### src/hw/rtl/yfs_pkg.sv
// ----------------------------------------------------------------------------
// yfs_pkg
// shared types, field widths and codes of the planar yuv frame store
// ----------------------------------------------------------------------------
package yfs_pkg;

  // default sizes of the store
  localparam int MAX_WIDTH_DEF   = 256;
  localparam int MAX_HEIGHT_DEF  = 256;
  localparam int MAX_FRAMES_DEF  = 4;
  localparam int SAMPLE_BITS_DEF = 16;

  // fixed field widths
  localparam int DIM_W    = 9;   // luma width / height registers
  localparam int COUNT_W  = 3;   // frame count register
  localparam int CFG_W    = 9;   // configuration write data
  localparam int COORD_W  = 8;   // column and row
  localparam int FRAME_W  = 2;
  localparam int PLANE_W  = 2;
  localparam int DATA_W   = 16;  // sample ports
  localparam int SIZE_W   = 2 * DIM_W;          // plane width times plane height
  localparam int ROWOFF_W = COORD_W + DIM_W;    // row times plane width
  localparam int OFFS_W   = SIZE_W + FRAME_W + 1; // word offset inside one plane store

  // plane codes
  localparam logic [PLANE_W-1:0] PLANE_LUMA = 2'd0;
  localparam logic [PLANE_W-1:0] PLANE_CB   = 2'd1;
  localparam logic [PLANE_W-1:0] PLANE_CR   = 2'd2;
  localparam logic [PLANE_W-1:0] PLANE_BAD  = 2'd3;

  typedef enum logic [1:0] {
    FMT_NONE = 2'd0,
    FMT_444  = 2'd1,
    FMT_422  = 2'd2,
    FMT_420  = 2'd3
  } yfs_fmt_t;

  typedef enum logic {
    OP_READ  = 1'b0,
    OP_WRITE = 1'b1
  } yfs_op_t;

  typedef enum logic [1:0] {
    REG_WIDTH  = 2'd0,
    REG_HEIGHT = 2'd1,
    REG_FORMAT = 2'd2,
    REG_COUNT  = 2'd3
  } yfs_reg_t;

  typedef enum logic [1:0] {
    S_IDLE,
    S_CALC,
    S_ACCESS,
    S_DONE
  } yfs_state_t;

  typedef struct packed {
    logic [DIM_W-1:0]   width;
    logic [DIM_W-1:0]   height;
    yfs_fmt_t           fmt;
    logic [COUNT_W-1:0] count;
  } yfs_cfg_t;

  typedef struct packed {
    logic [FRAME_W-1:0] frame;
    logic [PLANE_W-1:0] plane;
    logic [COORD_W-1:0] col;
    logic [COORD_W-1:0] row;
  } yfs_req_t;

  typedef struct packed {
    logic              ok;
    logic [OFFS_W-1:0] offs;
  } yfs_acc_t;

endpackage

### src/hw/rtl/yfs_addr.sv
// ----------------------------------------------------------------------------
// yfs_addr
// range check and word offset of one sample request, two steps
// ----------------------------------------------------------------------------
module yfs_addr #(
  parameter int MAX_WIDTH  = yfs_pkg::MAX_WIDTH_DEF,
  parameter int MAX_HEIGHT = yfs_pkg::MAX_HEIGHT_DEF,
  parameter int MAX_FRAMES = yfs_pkg::MAX_FRAMES_DEF
) (
  input  logic              clk,
  input  logic              calc_en,
  input  yfs_pkg::yfs_cfg_t cfg,
  input  yfs_pkg::yfs_req_t req,
  output yfs_pkg::yfs_acc_t acc
);

  localparam longint unsigned DEPTH =
    longint'(MAX_WIDTH) * longint'(MAX_HEIGHT) * longint'(MAX_FRAMES);
  localparam int SIZE_W   = yfs_pkg::SIZE_W;
  localparam int ROWOFF_W = yfs_pkg::ROWOFF_W;
  localparam int OFFS_W   = yfs_pkg::OFFS_W;

  logic                             cfg_ok;
  logic [yfs_pkg::DIM_W-1:0]        pw;
  logic [yfs_pkg::DIM_W-1:0]        ph;
  logic                             pass;
  logic [yfs_pkg::SIZE_W-1:0]       size_r;
  logic [yfs_pkg::ROWOFF_W-1:0]     row_off_r;
  logic [yfs_pkg::COORD_W-1:0]      col_r;
  logic [yfs_pkg::FRAME_W-1:0]      frame_r;
  logic                             pass_r;
  logic [yfs_pkg::OFFS_W-1:0]       frame_off;
  logic [yfs_pkg::OFFS_W-1:0]       offs;

  // configuration check
  always_comb begin
    cfg_ok = (cfg.width != '0) && (cfg.height != '0) && (cfg.count != '0)
          && (cfg.fmt != yfs_pkg::FMT_NONE)
          && (32'(cfg.width) <= 32'(MAX_WIDTH))
          && (32'(cfg.height) <= 32'(MAX_HEIGHT))
          && (32'(cfg.count) <= 32'(MAX_FRAMES));
    if ((cfg.fmt == yfs_pkg::FMT_422 || cfg.fmt == yfs_pkg::FMT_420) && cfg.width[0])
      cfg_ok = 1'b0;
    if (cfg.fmt == yfs_pkg::FMT_420 && cfg.height[0])
      cfg_ok = 1'b0;
  end

  // plane dimensions, chroma subsampled by format
  always_comb begin
    pw = cfg.width;
    ph = cfg.height;
    if (req.plane != yfs_pkg::PLANE_LUMA && cfg.fmt != yfs_pkg::FMT_444)
      pw = cfg.width >> 1;
    if (req.plane != yfs_pkg::PLANE_LUMA && cfg.fmt == yfs_pkg::FMT_420)
      ph = cfg.height >> 1;
  end

  assign pass = cfg_ok && (req.plane != yfs_pkg::PLANE_BAD)
             && ({1'b0, req.frame} < cfg.count)
             && ({1'b0, req.col} < pw)
             && ({1'b0, req.row} < ph);

  // first step: the two products
  always_ff @(posedge clk) begin
    if (calc_en) begin
      size_r    <= SIZE_W'(pw) * SIZE_W'(ph);
      row_off_r <= ROWOFF_W'(req.row) * ROWOFF_W'(pw);
      col_r     <= req.col;
      frame_r   <= req.frame;
      pass_r    <= pass;
    end
  end

  // second step: frame base plus line offset plus column
  always_comb begin
    frame_off = '0;
    if (frame_r[0])
      frame_off = frame_off + OFFS_W'(size_r);
    if (frame_r[1])
      frame_off = frame_off + (OFFS_W'(size_r) << 1);
    offs = frame_off + OFFS_W'(row_off_r) + OFFS_W'(col_r);
  end

  assign acc.offs = offs;
  assign acc.ok   = pass_r && (64'(offs) < DEPTH);

endmodule

### config.mk
export PLATFORM = sky130hd
export DESIGN_NAME = yfs_addr
export DESIGN_NICKNAME = d
export VERILOG_FILES = /design/src/hw/rtl/yfs_pkg.sv /design/src/hw/rtl/yfs_addr.sv
export SDC_FILE = /design/constraint.sdc
export NUM_CORES = 1
export LEC_CHECK = 0
export BUFFER_PORTS_ARGS = -buffer_cell sky130_fd_sc_hd__clkbuf_2
export CORE_UTILIZATION = 46
export CTS_CLUSTER_SIZE = 24
export DETAILED_ROUTE_END_ITERATION = 6
export HOLD_SLACK_MARGIN = 0.1
export PLACE_DENSITY_LB_ADDON = 0.2
export SLEW_MARGIN = 20
export SYNTH_ARGS = -nofsm -noshare
export SYNTH_HDL_FRONTEND = slang
export SYNTH_SLANG_ARGS = --single-unit
export TNS_END_PERCENT = 1
### constraint.sdc
create_clock -name clk -period 12.94 [get_ports clk]
set_clock_uncertainty 0.15 [all_clocks]
set_input_delay 1.941 -clock clk [delete_from_list [all_inputs] [get_ports clk]]
set_output_delay 1.941 -clock clk [all_outputs]
set_load 0.005 [all_outputs]
==> parameters.txt, run 1 <==
Parameter                              Value

Global route
  Global-route track usage on met1    0.326
  Global-route wire length before repair    35,700 um
  Via count of the first global-routing pass    between 6,000 and 7,000
  Initial antenna violation count    0
  GRT Resource Usage Total    0.227
  Total gr overflow    0
  Global Route met2 Usage    0.366
  Met3 Resource Use GR    0.0151
  Largest net degree at the start of global routing    47
  Grt peak-use layer    met2

Timing
  Transition time at the pin with the least slew margin    between 0.9 and 1 ns
  Post-Route Hold Slack    ~1.7 ns
  Pins Over Slew Limit    0
  Achievable Freq    0.134 GHz
  Post-Route Setup TNS    0 ns
  Setup Viol. Count Final    0
  RSZ-0062 raised after global routing    false
  Clock period minus final worst setup slack    7.45 ns
  Endpoints failing hold    0
  Headroom to the max-slew limit    0.383
  Final cycle utilization of the critical path    0.576

Placed design
  Gpl congestion    0.918
  Placed instance area    9740 um^2
  Number of port buffers    66
  Detailed-placement wirelength estimate    approximately 18,000 um

Worst setup path
  Arrival time worst endpoint    5.36 ns
  Type of the worst setup path    flop to output port
  Critical path fanouts, max    20
  CP Data Required Time    10.85 ns
  Crit path capture type    output port
  Startpoint kind of the worst setup timing path    flop

Route
  First-pass DRT Iterations    5
  Initial drt markers    349
  Via count of the routed design    6,884
  Number of DRC violations after detailed routing    0
  Final wirelength    21,900 um
  Avg Vias per Cell    5.12
  ANT nets after route    0
  Post-detailed-route wirelength per cell    16.3 um

Clocking
  Clk pin slew, worst setup/hold paths    around 0.07 ns
  Library cell used as clock root buffer    sky130_fd_sc_hd__clkbuf_16
  Post-CTS Setup Bufs    0
  Total number of clock tree sinks    46
  Hold buffer count at cts    0
  Clock tree from TritonCTS    built
  Number of H-tree levels    2
  Max clock buf depth    2
  Count of cells resized by post-cts repair    0
  Number of buffers added by the clock tree synthesis step    5

Synthesis
  Synth Area in Compound Gates    0.115
  Most frequent cells after synthesis    sky130_fd_sc_hd__inv_1, sky130_fd_sc_hd__ha_1, sky130_fd_sc_hd__nand2_1
  Post-synthesis simple-gate area fraction    0.151
  Main combinational cell family by area after synthesis    adder cells
  Syn avg cell area    a little under 9 um^2
  EDFF count, synth    46
  Synthesized-area fraction occupied by adder cells    0.405
  Synthesized-area fraction occupied by xor and xnor cells    0.0517
  Area share of the largest cell type after synthesis    0.223
  Post-synthesis cell type with the largest combined area    sky130_fd_sc_hd__fa_1
  Instance count of the mapped netlist    1,026
  Mapped cell area    9150 um^2
  Flops & latches, synth    between 40 and 50
  Multiplexer share of the synthesized area    0.0364
  Most common cell in the netlist    sky130_fd_sc_hd__inv_1
  Yosys cell types    65
  Synthesized Nets    1,305
  Fraction of registers with async set/reset    0
  YS warnings    0
  Top_reg_cell synth    sky130_fd_sc_hd__edfxtp_1
  Cell types with the largest area share after synthesis    sky130_fd_sc_hd__fa_1, sky130_fd_sc_hd__ha_1, sky130_fd_sc_hd__edfxtp_1
  Share of synthesized area occupied by flip-flops and latches    0.151

Floorplan
  Die height    143 um
  Die Outline Area    20,500 um^2
  Top-Level Pins    67
  Core box area    between 15,000 and 20,000 um^2
  Effective utilization at floorplan    0.470
  Die boundary width    143 um
  Num rows    51

Hold path
  Hold worst-path end    frame_r[0]
  Hold wc startpoint    req[18]
  Cell count of the worst hold path    1
  Classification of the worst-slack hold path    input pin to flop

Status
  Run status    complete, no violations

Final layout
  Synthesis-to-finish area growth    8.14%
  Area of all placed cells without fillers    9890 um^2
  Fraction of final layout cells sized beyond drive strength 1    0.119
  Final core area utilization    0.508
  Net count, final    roughly 1,400
  Final antenna diode count    0
  Fillers    1,876

Power and ir drop
  Power Density    249 nW/um^2
  Leakage power    5.00 nW
  Maximum VDD drop    153 uV
  Overall power consumption    2.46 mW

Flow run
  Number of max-capacitance violations reported    0
[cell usage in the layout, fill, tap and decap left out, types with 9 or more instances in the layout]
cell type and instances:
sky130_fd_sc_hd__clkbuf_2 66, sky130_fd_sc_hd__edfxtp_1 46, sky130_fd_sc_hd__fa_1 102, sky130_fd_sc_hd__nand2_1 109, sky130_fd_sc_hd__ha_1 132, sky130_fd_sc_hd__xor2_1 16
sky130_fd_sc_hd__o21bai_1 9, sky130_fd_sc_hd__o21ai_0 14, sky130_fd_sc_hd__nor2_1 70, sky130_fd_sc_hd__and2_1 44, sky130_fd_sc_hd__mux2_2 26, sky130_fd_sc_hd__nor2b_1 16
sky130_fd_sc_hd__a21o_1 12, sky130_fd_sc_hd__o21a_1 13, sky130_fd_sc_hd__inv_1 198, sky130_fd_sc_hd__nand3_1 19, sky130_fd_sc_hd__a21oi_1 38, sky130_fd_sc_hd__o21ai_1 10
sky130_fd_sc_hd__xnor2_1 38
[where the power goes]
| group | leakage, nW | switching (mW) | internal (mW) | total, mW |
|---|---|---|---|---|
| logic | 4.48 | 1.12 | 0.918 | 2.04 |
| clock network | 0.0723 | 0.0594 | 0.0736 | 0.133 |
| registers | 0.448 | 0.0307 | 0.265 | 0.296 |
| total | 5.00 | 1.21 | 1.26 | 2.46 |
[final cells by class]
class,instances,area [um^2],area share
clock buffers,5,125,0.0126
clock inverters,3,27.5,0.00278
inverters,199,747,0.0755
multi-input cells,759,6940,0.701
flip-flops and latches,46,1380,0.140
well taps,265,332,0.0335
repair buffers,68,345,0.0349
[worst max path at each step]
stage                           from    endpoint  slack (ns)  cells after the start
after global placement       req[17]  size_r[16]        5.55                     20
after detailed placement     req[17]  size_r[16]        5.47                     20
after CTS                 frame_r[0]     acc[20]        5.47                     20
final                     frame_r[0]     acc[20]        5.49                     20
after global routing      frame_r[0]     acc[17]        5.07                     21
after floorplan               cfg[3]  size_r[16]        5.79                     20
[worst max-delay path: stages, from the launching register on]
cell                       delay (ns)
sky130_fd_sc_hd__edfxtp_1        0.71
sky130_fd_sc_hd__and2_1          0.24
sky130_fd_sc_hd__ha_1            0.17
sky130_fd_sc_hd__inv_1           0.06
sky130_fd_sc_hd__fa_1            0.41
sky130_fd_sc_hd__nor2b_1         0.16
sky130_fd_sc_hd__o31a_1          0.24
sky130_fd_sc_hd__o22ai_1         0.13
sky130_fd_sc_hd__maj3_1          0.37
sky130_fd_sc_hd__xor2_1          0.15
sky130_fd_sc_hd__a21oi_1         0.26
sky130_fd_sc_hd__ha_1            0.30
sky130_fd_sc_hd__ha_1            0.37
sky130_fd_sc_hd__a21oi_1         0.14
sky130_fd_sc_hd__o21ai_0         0.16
sky130_fd_sc_hd__a31oi_4         0.21
sky130_fd_sc_hd__o21bai_2        0.10
sky130_fd_sc_hd__and3_1          0.21
sky130_fd_sc_hd__or3_1           0.38
sky130_fd_sc_hd__and4_1          0.21
sky130_fd_sc_hd__clkbuf_2        0.10
[logic make-up (layout without fill, tap and decap cells)]
kind of cell,count (synthesis),after routing
simple gates,293,293
mux,30,30
fa+ha+maj,235,235
flops,46,46
xor+xnor,54,54
compound gates,147,147
buf+inv,221,275
[routing by layer]
metal  vias to the layer above  part of all wire
met3                        27             0.043
li1                       3458                 -
met1                      3232              0.49
met5                         -                 0
met2                       167              0.44
met4                         0             0.022
[through the flow]
stage	setup slack (ns)	std cells
after global routing	5.07	1345
after detailed placement	5.47	1337
after global placement	5.55	1337
after floorplan	5.79	1026
final	5.49	1345
after CTS	5.47	1345
[registers in the layout, indices dropped and copies added (netlist names)]
name / count
frame_r: 2
col_r: 8
row_off_r: 17
size_r: 18
pass_r: 1
Power figures use the tool's default switching activity.
==> inputs of run 2 (changes only) <==
--- a/config.mk
+++ b/config.mk
@@ -5,6 +5,7 @@
 export SDC_FILE = /design/constraint.sdc
 export NUM_CORES = 1
 export LEC_CHECK = 0
+export ABC_AREA = 1
 export BUFFER_PORTS_ARGS = -buffer_cell sky130_fd_sc_hd__clkbuf_2
 export CORE_UTILIZATION = 46
 export CTS_CLUSTER_SIZE = 24
==> constraint.sdc (replaced) <==
create_clock -name clk -period 6.5 [get_ports clk]
set_clock_uncertainty 0.15 [all_clocks]
set_input_delay 0.975 -clock clk [delete_from_list [all_inputs] [get_ports clk]]
set_output_delay 0.975 -clock clk [all_outputs]
set_load 0.005 [all_outputs]
==> parameters.txt, run 2 <==
Parameter                              Value

Global route
  Initial antenna violation count    0 (unchanged)
  Largest net degree at the start of global routing    47 (unchanged)
  GRT Resource Usage Total    0.232 (+0.00545)
  Total gr overflow    0 (unchanged)
  Via count of the first global-routing pass    7,701 (+12%)
  Global-route wire length before repair    37,500 um (+5.3%)

Synthesis
  Share of synthesized area occupied by flip-flops and latches    0.148 (-0.00280)
  Fraction of registers with async set/reset    0 (unchanged)
  Syn avg cell area    7.70 um^2 (-14%)
  Yosys cell types    44 (-32%)
  EDFF count, synth    46 (unchanged)
  Most common cell in the netlist    sky130_fd_sc_hd__inv_1
  Mapped cell area    9320 um^2 (+1.9%)
  Flops & latches, synth    46 (unchanged)
  Top_reg_cell synth    sky130_fd_sc_hd__edfxtp_1
  Cell types with the largest area share after synthesis    sky130_fd_sc_hd__fa_1, sky130_fd_sc_hd__ha_1, sky130_fd_sc_hd__edfxtp_1
  Area share of the largest cell type after synthesis    0.219 (-0.00413)
  Post-synthesis cell type with the largest combined area    sky130_fd_sc_hd__fa_1
  Most frequent cells after synthesis    sky130_fd_sc_hd__inv_1, sky130_fd_sc_hd__nand2_1, sky130_fd_sc_hd__ha_1
  YS warnings    0 (unchanged)
  Instance count of the mapped netlist    1,211 (+18%)
  Synthesized Nets    1,490 (+14%)

Clocking
  Clock tree from TritonCTS    built
  Number of buffers added by the clock tree synthesis step    5 (unchanged)
  Clk pin slew, worst setup/hold paths    0.06 ns (about the same)
  Hold buffer count at cts    0 (unchanged)
  Count of cells resized by post-cts repair    0 (unchanged)
  Library cell used as clock root buffer    sky130_fd_sc_hd__clkbuf_16
  Number of H-tree levels    2 (unchanged)
  Total number of clock tree sinks    46 (unchanged)
  Post-CTS Setup Bufs    0 (unchanged)
  Max clock buf depth    2 (unchanged)

Floorplan
  Core box area    19,700 um^2 (+0.98%)
  Num rows    51 (unchanged)
  Top-Level Pins    67 (unchanged)
  Die boundary width    144 um (+0.93%)
  Effective utilization at floorplan    0.474 (+0.00421)
  Die Outline Area    20,800 um^2 (+1.9%)
  Die height    144 um (+0.93%)

Status
  Run status    complete, no violations

Worst setup path
  Slowest Stage Delay on Critical Path    0.56 ns (-0.15 ns)
  Type of the worst setup path    flop to output port
  CP Data Required Time    5.37 ns (-5.48 ns)
  Critical path fanouts, max    8 (-60%)
  Most frequent cell on the critical path    sky130_fd_sc_hd__nand2_1
  Critical-path top delay cell    sky130_fd_sc_hd__edfxtp_1
  Crit path capture type    output port
  Startpoint kind of the worst setup timing path    flop
  Crit path cell chain    nand2_1, inv_1, ha_1, inv_1, fa_1, o21a_1, o21ai_2, nand2_1, nand2_1, xor2_1, o21ai_0, ha_1, ha_1, nand2_1, a21oi_1, nor3_1, nand2_1, a21oi_1, inv_1, a21oi_1, o21ai_0, xor2_1, clkbuf_2
  Crit path from    frame_r[0]
  Arrival time worst endpoint    4.92 ns (-0.44 ns)

Timing
  Post-Route Setup TNS    0 ns (unchanged)
  Clock period minus final worst setup slack    between 6 and 7 ns
  Headroom to the max-slew limit    0.302 (-0.0805)
  Pins Over Slew Limit    0 (unchanged)
  Endpoints failing hold    0 (unchanged)
  Setup Viol. Count Final    0 (unchanged)
  Post-Route Hold Slack    0.771 ns (-0.938 ns)
  Achievable Freq    0.166 GHz
  RSZ-0062 raised after global routing    false
  Final cycle utilization of the critical path    0.929
  Transition time at the pin with the least slew margin    1.05 ns (+0.123 ns)

Final layout
  Net count, final    1,573 (+16%)
  Most common cell after layout, fill and taps aside    sky130_fd_sc_hd__inv_1
  Synthesis-to-finish area growth    9.73%
  Sequential cell area    1380 um^2 (unchanged)
  Number of flip-flops under the largest register name    18 (unchanged)
  Fillers    1,996 (+6.4%)
  Top library cells by usage in the layout, fill and taps aside    sky130_fd_sc_hd__inv_1, sky130_fd_sc_hd__nand2_1, sky130_fd_sc_hd__ha_1, sky130_fd_sc_hd__nor2_1, sky130_fd_sc_hd__fa_1
  Top register by number of flip-flops    size_r
  Final antenna diode count    0 (unchanged)
  Fraction of final layout cells sized beyond drive strength 1    0.0974 (-0.0211)
  Footprint of the multi-input gates    6830 um^2 (-1.5%)
  Top Registers    size_r: 18 flops, row_off_r: 17 flops, col_r: 8 flops

Power and ir drop
  Internal Dissipation    2.21 mW (+76%)
  Switch share    0.525 (+0.0350)
  Fraction of power consumed by sequential logic    0.125 (+0.005)
  Sw power    2.44 mW (+100%)
  Fraction of power consumed by the clock network    0.052 (-0.002)
  Power Density    455 nW/um^2 (+83%)
  Maximum VDD drop    212 uV (+39%)
  Comb pwr share    0.823 (-0.003)
  Leakage power    5.66 nW (+13%)
  Overall power consumption    4.65 mW (+89%)

Route
  Avg Vias per Cell    5.00 (-2.2%)
  Number of DRC violations after detailed routing    0 (unchanged)
  Initial drt markers    384 (+10%)
  Final wirelength    22,500 um (+2.5%)
  ANT nets after route    0 (unchanged)
  First-pass DRT Iterations    5 (unchanged)
  Via count of the routed design    7,802 (+13%)
  Post-detailed-route wirelength per cell    14.4 um (-12%)

Placed design
  Detailed-placement wirelength estimate    19,700 um (+7.1%)
  Number of port buffers    66 (unchanged)
  Gpl congestion    0.906 (-1.3%)

Hold path
  Classification of the worst-slack hold path    input pin to flop
  Hold wc startpoint    req[10]

Flow run
  Number of max-capacitance violations reported    0 (unchanged)
## run 2: cell count changes in the layout (fill, tap and decap cells not counted), sizes merged, moves of 21 or more
cell and delta:
mux2 -26, nor2 +43, a21oi +22, and2 -43
xnor2 -21, nand2 +147, inv +76, o21ai +37
buf +22
## run 2: layout make-up
cell class / count / share of cell area
inverters: 276 / 0.101
clock inverters: 1 / 0.000734
well taps: 265 / 0.0324
clock buffers: 6 / 0.0126
multi-input cells: 875 / 0.668
repair buffers: 90 / 0.0499
flip-flops and latches: 46 / 0.135
## run 2: logic make-up (layout without fill, tap and decap cells)
| group | after synthesis | after routing | synth area share |
|---|---|---|---|
| simple gates | 429 | 429 | 0.192 |
| flops | 46 | 46 | 0.148 |
| xor+xnor | 49 | 49 | 0.0460 |
| compound gates | 163 | 163 | 0.0985 |
| fa+ha+maj | 234 | 234 | 0.396 |
| buf+inv | 290 | 373 | 0.119 |
## run 2: worst max-delay path, delay by kind of cell (launching register included)
family	cells	cell delay, ns
xor+xnor	2	0.22
fa+ha+maj	4	1.29
simple gates	6	0.71
buf+inv	4	0.35
compound gates	7	1.51
flops	1	0.56
## run 2: worst paths after layout
path                   end  slack, ns  cells after the start
setup / recovery   acc[16]       0.46                     23
hold / removal    col_r[2]       0.77                      1
## run 2: per-stage QoR
| step | utilization | cells | setup WS (ns) | instance area [um^2] |
|---|---|---|---|---|
| 2_1_floorplan | - | 1211 | 0.729 | 9320 |
| 3_3_place_gp | 0.512 | 1548 | 0.317 | 10100 |
| 3_5_place_dp | 0.512 | 1548 | 0.224 | 10100 |
| 4_1_cts | 0.519 | 1555 | 0.177 | 10200 |
| 5_1_grt | 0.520 | 1559 | 0.0614 | 10200 |
| 6_report | 0.520 | 1559 | 0.460 | 10200 |
## run 2: power groups by stage
stage	combinational, mW	sequential (mW)	clock, mW
after global routing	4.41	0.592	0.253
after floorplan	2.77	0.559	0
after global placement	3.78	0.590	0
after CTS	3.85	0.583	0.248
final	3.83	0.581	0.240
after detailed placement	3.83	0.589	0
## run 2: metal layers
metal | vias up | track usage | wire length, um
met4 | 0 | 0.0554 | 344
met5 | - | 0 | 0
met2 | 222 | 0.408 | 10600
li1 | 3974 | - | -
met1 | 3589 | 0.309 | 10500
met3 | 17 | 0.0182 | 1050
